`config.mk`:
```
export PLATFORM = sky130hd
export DESIGN_NAME = heatmap_normalize_colormap_core
export DESIGN_NICKNAME = d
export VERILOG_FILES = /design/src/hmnc_pkg.sv /design/src/heatmap_normalize_colormap_core.sv
export SDC_FILE = /design/constraint.sdc
export NUM_CORES = 1
export LEC_CHECK = 0
export BUFFER_PORTS_ARGS = -buffer_cell sky130_fd_sc_hd__buf_2
export CORE_UTILIZATION = 55
export DETAILED_ROUTE_END_ITERATION = 7
export GPL_TIMING_DRIVEN = 0
export PLACE_DENSITY_LB_ADDON = 0.12
export SYNTH_ARGS = -nofsm -noshare
export SYNTH_HDL_FRONTEND = slang
export SYNTH_SLANG_ARGS = --single-unit
```
`constraint.sdc`:
```
create_clock -name clock -period 7.3 [get_ports clock]
set_input_delay 0.73 -clock clock [delete_from_list [all_inputs] [get_ports clock]]
set_output_delay 0.73 -clock clock [all_outputs]
set_load 0.01 [all_outputs]
```
`src/hmnc_pkg.sv`:
```
// ----------------------------------------------------------------------------
// hmnc_pkg: shared types and constants for the heatmap colormap core
// Request kinds, color scheme codes, sequencer states and mapping constants.
// ----------------------------------------------------------------------------
package hmnc_pkg;

   // request kind carried in tuser bit 0
   localparam logic REQ_MEASURE = 1'b0;
   localparam logic REQ_COLOR   = 1'b1;

   localparam logic [7:0] WEIGHT_MAX = 8'd255;

   // floor(w*64/100) == floor(w*20976 / 2^15) for every 8-bit w
   localparam logic [23:0] ORANGE_RECIP = 24'd20976;
   localparam int          ORANGE_SHIFT = 15;

   typedef enum logic [3:0] {
      SCHEME_GREY   = 4'd0,
      SCHEME_BLUE   = 4'd1,
      SCHEME_PURPLE = 4'd2,
      SCHEME_RED    = 4'd3,
      SCHEME_GREEN  = 4'd4,
      SCHEME_YELLOW = 4'd5,
      SCHEME_HEAT   = 4'd6,
      SCHEME_ORANGE = 4'd7,
      SCHEME_PLASMA = 4'd8,
      SCHEME_GRAPE  = 4'd9
   } hmnc_scheme_type;

   typedef enum logic [2:0] {
      ST_IDLE,
      ST_SPAN,
      ST_HIGH,
      ST_LOW,
      ST_SCALE,
      ST_DIV,
      ST_MAP
   } hmnc_state_type;

endpackage

```
`src/heatmap_normalize_colormap_core.sv`:
```
// ----------------------------------------------------------------------------
// heatmap_normalize_colormap_core: min/max normalize and colormap
// Measure transactions track the sample range; color transactions scale a
// sample to 0..255 with one shared subtractor and apply the color scheme.
// ----------------------------------------------------------------------------
// Measure transaction: next transaction accepted in the next cycle.
// Color transaction: in the usual case it steps through the range checks
//   (SPAN, HIGH, LOW), SCALE, DIV (one quotient bit per cycle) and MAP;
//   flat or out-of-range samples go from a range check straight to MAP.
// The next transaction can be accepted in the same cycle that rsp_tvalid
// rises; a response held by rsp_tready stalls the map step.
// Reset (synchronous, active high) clears the range, the scheme and the FSM.
module heatmap_normalize_colormap_core #(
   parameter int SAMPLE_WIDTH = 16
) (
   input  logic clock,
   input  logic reset,
   // tdata: sample_value (low SAMPLE_WIDTH bits), zero padded to bytes
   input  logic [((SAMPLE_WIDTH + 7) / 8) * 8 - 1:0] req_tdata,
   // tuser: [0] req_type, [1] first_sample
   input  logic [1:0]  req_tuser,
   input  logic        req_tvalid,
   output logic        req_tready,
   // tdata: weight [7:0], red [15:8], green [23:16], blue [31:24]
   output logic [31:0] rsp_tdata,
   output logic        rsp_tvalid,
   input  logic        rsp_tready,
   input  logic [3:0]  csr_wdata,
   input  logic        csr_valid,
   output logic        csr_ready
);
   import hmnc_pkg::*;

   localparam int SubW = SAMPLE_WIDTH + 10;

   hmnc_state_type state_ff, state_in;

   logic signed [SAMPLE_WIDTH-1:0] range_low_ff, range_low_in;
   logic signed [SAMPLE_WIDTH-1:0] range_high_ff, range_high_in;
   logic signed [SAMPLE_WIDTH-1:0] sample_ff, sample_in;
   logic        [3:0]              scheme_ff;
   logic signed [SubW-1:0]         acc_ff, acc_in;
   logic signed [SubW-1:0]         span_ff, span_in;
   logic        [7:0]              weight_ff, weight_in;
   logic        [2:0]              cnt_ff, cnt_in;
   logic        [31:0]             rsp_data_ff, rsp_data_in;
   logic                           rsp_valid_ff, rsp_valid_in;

   logic signed [SubW-1:0] sub_a, sub_b, sub_res;
   logic                   sub_neg, sub_nonpos;

   logic signed [SAMPLE_WIDTH-1:0] req_sample;
   logic                           req_fire, out_free;
   logic        [7:0]              red, green, blue;
   logic        [23:0]             orange_prod;

   function automatic logic signed [SubW-1:0] sext(input logic [SAMPLE_WIDTH-1:0] x);
      sext = {{(SubW - SAMPLE_WIDTH){x[SAMPLE_WIDTH-1]}}, x};
   endfunction

   assign req_sample = req_tdata[SAMPLE_WIDTH-1:0];
   assign req_tready = (state_ff == ST_IDLE);
   assign req_fire   = req_tvalid && req_tready;
   assign out_free   = !rsp_valid_ff || rsp_tready;
   assign csr_ready  = 1'b1;
   assign rsp_tvalid = rsp_valid_ff;
   assign rsp_tdata  = rsp_data_ff;

   // shared subtractor
   assign sub_res    = sub_a - sub_b;
   assign sub_neg    = sub_res[SubW-1];
   assign sub_nonpos = sub_neg || (sub_res == '0);

   always_comb begin
      sub_a = acc_ff;
      sub_b = span_ff << cnt_ff;
      case (state_ff)
         ST_SPAN: begin
            sub_a = sext(range_high_ff);
            sub_b = sext(range_low_ff);
         end
         ST_HIGH: begin
            sub_a = sext(sample_ff);
            sub_b = sext(range_high_ff);
         end
         ST_LOW: begin
            sub_a = sext(sample_ff);
            sub_b = sext(range_low_ff);
         end
         ST_SCALE: begin
            sub_a = {acc_ff[SubW-9:0], 8'd0};
            sub_b = acc_ff;
         end
         default: begin
         end
      endcase
   end

   // next state
   always_comb begin
      state_in = state_ff;
      case (state_ff)
         ST_IDLE: begin
            if (req_fire && req_tuser[0] == REQ_COLOR) begin
               state_in = ST_SPAN;
            end
         end
         ST_SPAN:  state_in = sub_nonpos ? ST_MAP : ST_HIGH;
         ST_HIGH:  state_in = !sub_neg ? ST_MAP : ST_LOW;
         ST_LOW:   state_in = sub_nonpos ? ST_MAP : ST_SCALE;
         ST_SCALE: state_in = ST_DIV;
         ST_DIV: begin
            if (cnt_ff == 3'd0) begin
               state_in = ST_MAP;
            end
         end
         ST_MAP: begin
            if (out_free) begin
               state_in = ST_IDLE;
            end
         end
         default: state_in = ST_IDLE;
      endcase
   end

   // color map of the finished weight
   assign orange_prod = {16'd0, weight_ff} * ORANGE_RECIP;

   always_comb begin
      red   = 8'd0;
      green = 8'd0;
      blue  = 8'd0;
      case (hmnc_scheme_type'(scheme_ff))
         SCHEME_GREY: begin
            red   = weight_ff;
            green = weight_ff;
            blue  = weight_ff;
         end
         SCHEME_BLUE:   blue = weight_ff;
         SCHEME_PURPLE: begin
            red  = weight_ff;
            blue = weight_ff;
         end
         SCHEME_RED:    red = weight_ff;
         SCHEME_GREEN:  green = weight_ff;
         SCHEME_YELLOW: begin
            red   = weight_ff;
            green = weight_ff;
         end
         SCHEME_HEAT: begin
            red   = weight_ff;
            green = WEIGHT_MAX - weight_ff;
         end
         SCHEME_ORANGE: begin
            red   = weight_ff;
            green = orange_prod[ORANGE_SHIFT+7:ORANGE_SHIFT];
         end
         SCHEME_PLASMA: begin
            green = weight_ff;
            blue  = WEIGHT_MAX - weight_ff;
         end
         SCHEME_GRAPE: begin
            red  = weight_ff;
            blue = WEIGHT_MAX - weight_ff;
         end
         default: begin
         end
      endcase
   end

   // datapath and output control
   always_comb begin
      range_low_in  = range_low_ff;
      range_high_in = range_high_ff;
      sample_in     = sample_ff;
      acc_in        = acc_ff;
      span_in       = span_ff;
      weight_in     = weight_ff;
      cnt_in        = cnt_ff;
      rsp_data_in   = rsp_data_ff;
      rsp_valid_in  = rsp_valid_ff && !rsp_tready;
      case (state_ff)
         ST_IDLE: begin
            if (req_fire) begin
               sample_in = req_sample;
               if (req_tuser[0] == REQ_MEASURE) begin
                  if (req_tuser[1]) begin
                     range_low_in  = req_sample;
                     range_high_in = req_sample;
                  end else begin
                     if (req_sample > range_high_ff) begin
                        range_high_in = req_sample;
                     end
                     if (req_sample < range_low_ff) begin
                        range_low_in = req_sample;
                     end
                  end
               end
            end
         end
         ST_SPAN: begin
            span_in   = sub_res;
            weight_in = 8'd0;
         end
         ST_HIGH: begin
            weight_in = WEIGHT_MAX;
         end
         ST_LOW: begin
            acc_in    = sub_res;
            weight_in = 8'd0;
         end
         ST_SCALE: begin
            acc_in = sub_res;
            cnt_in = 3'd7;
         end
         ST_DIV: begin
            // restoring step: keep the remainder when the trial goes negative
            if (!sub_neg) begin
               acc_in = sub_res;
            end
            weight_in = {weight_ff[6:0], !sub_neg};
            cnt_in    = cnt_ff - 3'd1;
         end
         ST_MAP: begin
            if (out_free) begin
               rsp_data_in  = {blue, green, red, weight_ff};
               rsp_valid_in = 1'b1;
            end
         end
         default: begin
         end
      endcase
   end

   always_ff @(posedge clock) begin
      if (reset) begin
         state_ff      <= ST_IDLE;
         rsp_valid_ff  <= 1'b0;
         scheme_ff     <= 4'd0;
         range_low_ff  <= '0;
         range_high_ff <= '0;
         cnt_ff        <= 3'd0;
      end else begin
         state_ff      <= state_in;
         rsp_valid_ff  <= rsp_valid_in;
         range_low_ff  <= range_low_in;
         range_high_ff <= range_high_in;
         cnt_ff        <= cnt_in;
         if (csr_valid && csr_ready) begin
            scheme_ff <= csr_wdata;
         end
      end
   end

   always_ff @(posedge clock) begin
      sample_ff   <= sample_in;
      acc_ff      <= acc_in;
      span_ff     <= span_in;
      weight_ff   <= weight_in;
      rsp_data_ff <= rsp_data_in;
   end

endmodule

```
==> results.json, run 1 <==
{
  "status": "completed",
  "tightest_slew_ps": 1050,
  "cts.sinks": 151,
  "worstHoldPathType": "flip-flop to flip-flop",
  "cp-start-kind": "flip-flop",
  "synth-edff-count": 108,
  "clock.fmax_mhz": 152,
  "die_area_sq_mm": 0.0213,
  "synth.avg_cell_area_sq_um": 9.08,
  "boundaryPins": 62,
  "cts_made_buffers": 17,
  "synth_ff_type": "edfxtp_1",
  "maxCapViolCount": 0,
  "drtPass1Iterations": 8,
  "track_usage_pct": 31.7,
  "overflow": 0,
  "drt-initial-drc-count": 908,
  "async_reset_ff_share_pct": 0,
  "dp_cells": 1581,
  "gp_congestion": 1.00,
  "required_ps": 7670,
  "wl_per_cell_um": 20.2,
  "htreeDepth": 4,
  "skew_ps": 13.1,
  "synth_cell_types": 88,
  "synth_area_sq_mm": 0.0114,
  "yosysTopAreaCellShare_pct": 28.5,
  "slew_violations": 0,
  "cts.repair.resized": 0,
  "critPathKind": "flip-flop to flip-flop",
  "path_clk_slew_ps": 70,
  "rsz0062_at_grt": "no",
  "placementRows": 52,
  "slew_headroom_pct": 30.3,
  "critPathCaptureType": "flip-flop",
  "antenna_left": 0,
  "synth_area_leaders": "edfxtp_1 (29%), ha_1 (12%), dfxtp_1 (7.6%), mux2i_1 (5.5%), nor2_1 (4.6%)",
  "fin_nets": 1482,
  "clk_latency_ps": 440,
  "hpwlAfterDp_um": 25000,
  "postRouteWirelength_um": 32600,
  "ff_latch_area_sq_mm": 0.00410,
  "drc": 0,
  "critical_path.max_fanout": 10,
  "min_period_ps": 6560,
  "tritoncts": "built",
  "num_antenna_cells": 0,
  "multiInputGateArea_sq_mm": 0.00666,
  "antenna_found_initial": 0,
  "fillers": 1761,
  "grt_pass1_vias": 9446,
  "hold_viol": 0,
  "setup_viol": 0,
  "avgViaCountPerCell": 6.16,
  "synth-seq-area-share_pct": 36.1,
  "die_h_um": 146,
  "yosys_warnings": 0,
  "ys_seq_elements": 151,
  "period_share_pct": 89.9,
  "core_sq_mm": 0.0202,
  "drive_gt1_share_pct": 9.75,
  "instances_no_fill": 1613,
  "final_core_util_pct": 62.9,
  "syn_nets": 1405,
  "syn-instance-count": 1253,
  "port_buffers": 58,
  "arrival_ps": 6930,
  "grt_max_degree": 33,
  "area_growth_syn_to_layout_pct": 11.9,
  "die-width_um": 146,
  "yosysTopAreaCell": "edfxtp_1",
  "post-cts-setup-buffers": 0,
  "initial_core_util_pct": 56.2,
  "clockRootBuffer": "clkbuf_16",
  "cts_buffer_depth": 2,
  "hold_buffers": 0,
  "num_vias": 9937,
  "grt_pass1_wl_um": 51700
}
area by class of cell:
cell class | instances | share of cell area (%)
timing repair buffer | 58 | 2.28
sequential | 151 | 32.2
inverter | 81 | 2.39
clock inverter | 6 | 0.599
multi-input combinational | 956 | 52.3
tap | 270 | 2.65
buffer | 65 | 2.60
clock buffer | 26 | 4.93
layout by cell type (no fill, tap or decap), types with 8 or more instances in the layout:
master     count
a21oi_1      102
nand3_1       14
clkbuf_1      48
a21o_1        20
nor3_1        14
ha_1         107
nand2b_1      14
nand2_1      128
o21a_1        10
nor2b_1       24
and3_1        15
o221ai_1       9
clkbuf_16     24
nand4_1        8
mux2_2         8
inv_1         80
xnor2_1       18
fa_1          18
o211ai_1      14
mux2i_1       63
dfxtp_1       43
buf_2         60
a211oi_1      14
o22ai_1       20
nor2_1       137
o21ai_0       88
edfxtp_1     108
xor2_1        10
a31oi_1       13
Yosys cell counts (3+ instances only):
master    number
dfxtp_1       43
clkbuf_1      48
a31o_2         3
o21a_1        10
a211o_1        3
buf_1          7
nand2b_1      14
fa_1          18
o221ai_1       9
and3_1        15
xnor2_1       18
or3_1          3
nor3_1        14
nor4_1         4
mux2_2         8
o22ai_1       20
nand2_1      128
xor2_1        10
a21oi_1      102
a31oi_1       13
nor2_1       139
and2_1         4
inv_1         80
a32oi_1        4
edfxtp_1     108
a211oi_1      14
nand3_1       14
o211ai_1      14
a221oi_1       7
nor2b_1       24
o21ai_0       89
a22oi_1        3
clkbuf_8       3
ha_1         107
mux2i_1       63
a21o_1        20
nand4_1        8
state kept, by name, summed over array words and instances, names as in the netlist:
register,flops
rsp_tdata,32
acc_ff,26
span_ff,26
range_high_ff,16
range_low_ff,16
sample_ff,16
weight_ff,8
scheme_ff,4
cnt_ff,3
state_ff,3
rsp_tvalid,1
final timing paths:
check,endpoint,slack (ps),cells past startpoint,startpoint
max reg2reg,state_ff[2],740,20,cnt_ff[1]
max,state_ff[2],740,20,cnt_ff[1]
min,range_high_ff[13],500,2,range_high_ff[13]
min reg2reg,range_high_ff[13],500,2,range_high_ff[13]
logic make-up after synthesis:
kind of cell               after synthesis  synth area share, %
DFF                                    151                 36.1
and+or+nand+nor                        386                 15.4
other                                    1               0.0330
adders and majority gates              126                 15.0
buffers and inverters                  146                 5.59
muxes                                   72                 6.53
AOI/OAI and AO/OA                      343                 19.2
xor gates and xnor gates                28                 2.16
routing by layer:
metal | part of all wire [%] | vias to the layer above | GRT usage [%] | wire, um
met1 | 43 | 4675 | 42.3 | 14000
met3 | 6.7 | 94 | 4.01 | 2170
met5 | 0 | - | 0 | 0
li1 | - | 4703 | - | -
met2 | 45 | 465 | 50.4 | 14800
met4 | 5.0 | 0 | 17.1 | 1640
stage by stage:
stage	setup slack, ps	TNS (ps)	instance area, sq um	hold slack, ps
global placement	-461	-11940	12000	469
global route	397	0	12700	522
floorplan	1710	0	11400	463
CTS	900	0	12700	502
detailed placement	960	0	12000	485
finish	735	0	12700	500
critical path, stage by stage (launching register included):
cell	delay (ps)
dfxtp_1	310
clkbuf_1	290
clkbuf_1	500
buf_1	580
clkbuf_1	660
mux2i_1	320
nand2_1	80
nand2_1	100
nor3_1	50
a311oi_1	370
ha_1	300
a21o_1	180
nor2_1	70
a21oi_1	320
a31oi_2	190
o31ai_1	570
a41oi_1	230
xnor2_1	220
a2111oi_2	370
or4b_4	560
a41oi_2	200
Power of run 1 is not shown: default switching activity piles up to over one toggle a cycle in this logic, so the estimate is an artifact.
==> run 2: changes to the inputs <==
--- a/config.mk
+++ b/config.mk
@@ -5,6 +5,7 @@
 export SDC_FILE = /design/constraint.sdc
 export NUM_CORES = 1
 export LEC_CHECK = 0
+export ABC_AREA = 1
 export BUFFER_PORTS_ARGS = -buffer_cell sky130_fd_sc_hd__buf_2
 export CORE_UTILIZATION = 55
 export DETAILED_ROUTE_END_ITERATION = 7
==> results.json, run 2 <==
{
  "grt_max_degree": 36,
  "wl_per_cell_um": 18.0,
  "crit_cells": 20,
  "wl_met1_um": 14600,
  "die_area_sq_mm": 0.0210,
  "r2r_cells": 20,
  "cp_slowest_stage_delay_ps": 610,
  "drt-initial-drc-count": 1031,
  "fillers": 1809,
  "drtPass1Iterations": 6,
  "synth.most_common_cell": "nand2_1",
  "period_share_pct": 70.5,
  "clockRootBuffer": "clkbuf_16",
  "async_reset_ff_share_pct": 0,
  "reg2reg_slack_ps": 2150,
  "cp_top_family": "simple AND/OR/NAND/NOR gates",
  "synth-seq-area-share_pct": 36.6,
  "area_growth_syn_to_layout_pct": 10.9,
  "slew_violations": 0,
  "wl_met3_um": 2590,
  "core_sq_mm": 0.0197,
  "synth_area_sq_mm": 0.0112,
  "num_vias": 10437,
  "regToRegStartpoint": "cnt_ff[0]",
  "critPathBufInv": 5,
  "tns_ps": 0,
  "tritoncts": "built",
  "die-width_um": 145,
  "wl_met2_um": 15100,
  "grt_pass1_wl_um": 51600,
  "synth_ff_type": "edfxtp_1",
  "die_h_um": 145,
  "required_ps": 7230,
  "initial_core_util_pct": 56.9,
  "placementRows": 51,
  "ys_seq_elements": 151,
  "critical_path.max_fanout": 26,
  "htreeDepth": 4,
  "drive_gt1_share_pct": 8.59,
  "worstSetupStartpoint": "cnt_ff[0]",
  "rsz0062_at_grt": "no",
  "avgViaCountPerCell": 5.72,
  "clock.fmax_mhz": 194,
  "cts.sinks": 151,
  "hold_viol": 0,
  "grt_pass1_vias": 9771,
  "yosys_warnings": 0,
  "post-cts-setup-buffers": 0,
  "cts_buffer_depth": 2,
  "drc": 0,
  "yosysTopAreaCell": "edfxtp_1",
  "clk_latency_ps": 440,
  "skew_ps": 10.2,
  "yosys-top-cells-count": "nand2_1 (358), inv_1 (214), o21ai_0 (124)",
  "worstReg2RegEnd": "acc_ff[11]",
  "cp-start-kind": "flip-flop",
  "num_antenna_cells": 0,
  "boundaryPins": 62,
  "cts_made_buffers": 17,
  "synth_area_leaders": "edfxtp_1 (29%), nand2_1 (12%), ha_1 (12%), dfxtp_1 (7.7%), inv_1 (7.2%)",
  "crit_chain": "buf_2 -> inv_2 -> clkbuf_1 -> o21ai_0 -> o21ai_0 -> nor2_1 -> o22ai_1 -> ha_1 -> nand2_1 -> inv_1 -> nand2_1 -> nand3_1 -> nand3_1 -> nand3_1 -> a21oi_1 -> inv_2 -> nand2_1 -> nand2_2 -> nand2_1 -> nand3_2",
  "layout_commonest_cell": "nand2_1",
  "endpoint": "acc_ff[11]",
  "worstHoldPathType": "flip-flop to flip-flop",
  "status": "completed",
  "antenna_found_initial": 0,
  "hpwlAfterDp_um": 26200,
  "min_period_ps": 5150,
  "cts.repair.resized": 0,
  "crit_top_cell": "nand2_1",
  "slowest_stage": "nand3_2",
  "critPathKind": "flip-flop to flip-flop",
  "path_clk_slew_ps": 70,
  "tightest_slew_ps": 946,
  "arrival_ps": 5080,
  "layout_common_cells": "nand2_1 (358), inv_1 (214), o21ai_0 (124), nor2_1 (110), edfxtp_1 (108)",
  "syn-instance-count": 1468,
  "critPathCaptureType": "flip-flop",
  "gp_congestion": 1.00,
  "track_usage_pct": 33.2,
  "dr.max_layer_used": "met4",
  "largest_reg_flops": 32,
  "hold_buffers": 0,
  "yosysTopAreaCellShare_pct": 28.9,
  "postRouteWirelength_um": 32800,
  "overflow": 0,
  "antenna_left": 0,
  "setup_viol": 0,
  "fin_nets": 1699,
  "synth-edff-count": 108,
  "syn_nets": 1620,
  "worst_hold_slack_ps": 461,
  "slew_headroom_pct": 36.9,
  "synth_cell_types": 58,
  "synth.avg_cell_area_sq_um": 7.65,
  "port_buffers": 60,
  "maxCapViolCount": 0
}
## run 2: logic make-up (layout without fill, tap and decap cells)
logic type | after synthesis | after routing | synth area share, %
flip-flops | 151 | 151 | 36.6
adder cells (fa/ha/maj) | 125 | 125 | 15.1
buffers and inverters | 267 | 359 | 9.13
other | 1 | 1 | 0.0334
multiplexers | 3 | 3 | 0.279
AO/OA/AOI/OAI | 308 | 308 | 15.7
AND/OR/NAND/NOR | 608 | 608 | 22.8
XOR/XNOR | 5 | 5 | 0.390
## run 2: layout make-up
cell class	instances	area, sq um	area share, %
clock buffers	19	433	3.48
clock inverters	13	144	1.16
plain buffers	40	171	1.38
well taps	265	332	2.66
flip-flops and latches	151	4100	33.0
multi-input cells	1050	6110	49.1
inverters	227	855	6.87
repair buffers	60	300	2.41
## run 2: through the flow
stage	utilization (%)	instance area [sq um]	setup WS, ps	instances
2_1_floorplan	-	11200	3000	1468
3_3_place_gp	60.1	11900	987	1793
3_5_place_dp	60.2	11900	1680	1793
4_1_cts	63.1	12400	1700	1825
5_1_grt	63.1	12400	1790	1825
6_report	63.1	12400	2150	1825
## run 2: worst reg2reg max path: cells and delay by family (launching register included)
kind | cells | cell delay [ps]
DFF | 1 | 320
buffers and inverters | 5 | 980
and+or+nand+nor | 10 | 1740
adders and majority gates | 1 | 330
AOI/OAI and AO/OA | 4 | 1250
## run 2: how the worst min path moves through the flow
stage                                   to              from  cells past startpoint  slack [ps]
final                      range_low_ff[4]   range_low_ff[4]                      2         460
after global routing      range_low_ff[10]  range_low_ff[10]                      2         490
after CTS                  range_low_ff[8]   range_low_ff[8]                      2         460
after detailed placement   range_low_ff[8]   range_low_ff[8]                      2         450
after global placement    range_low_ff[12]  range_low_ff[12]                      2         450
after floorplan           range_low_ff[10]  range_low_ff[10]                      2         440
## run 2: routing by layer
metal,track usage [%],up-vias
met1,45.3,4853
met2,54.4,422
met4,8.70,0
met5,0,-
li1,-,5112
met3,5.69,50
Power of run 2 is left out for the same reason.
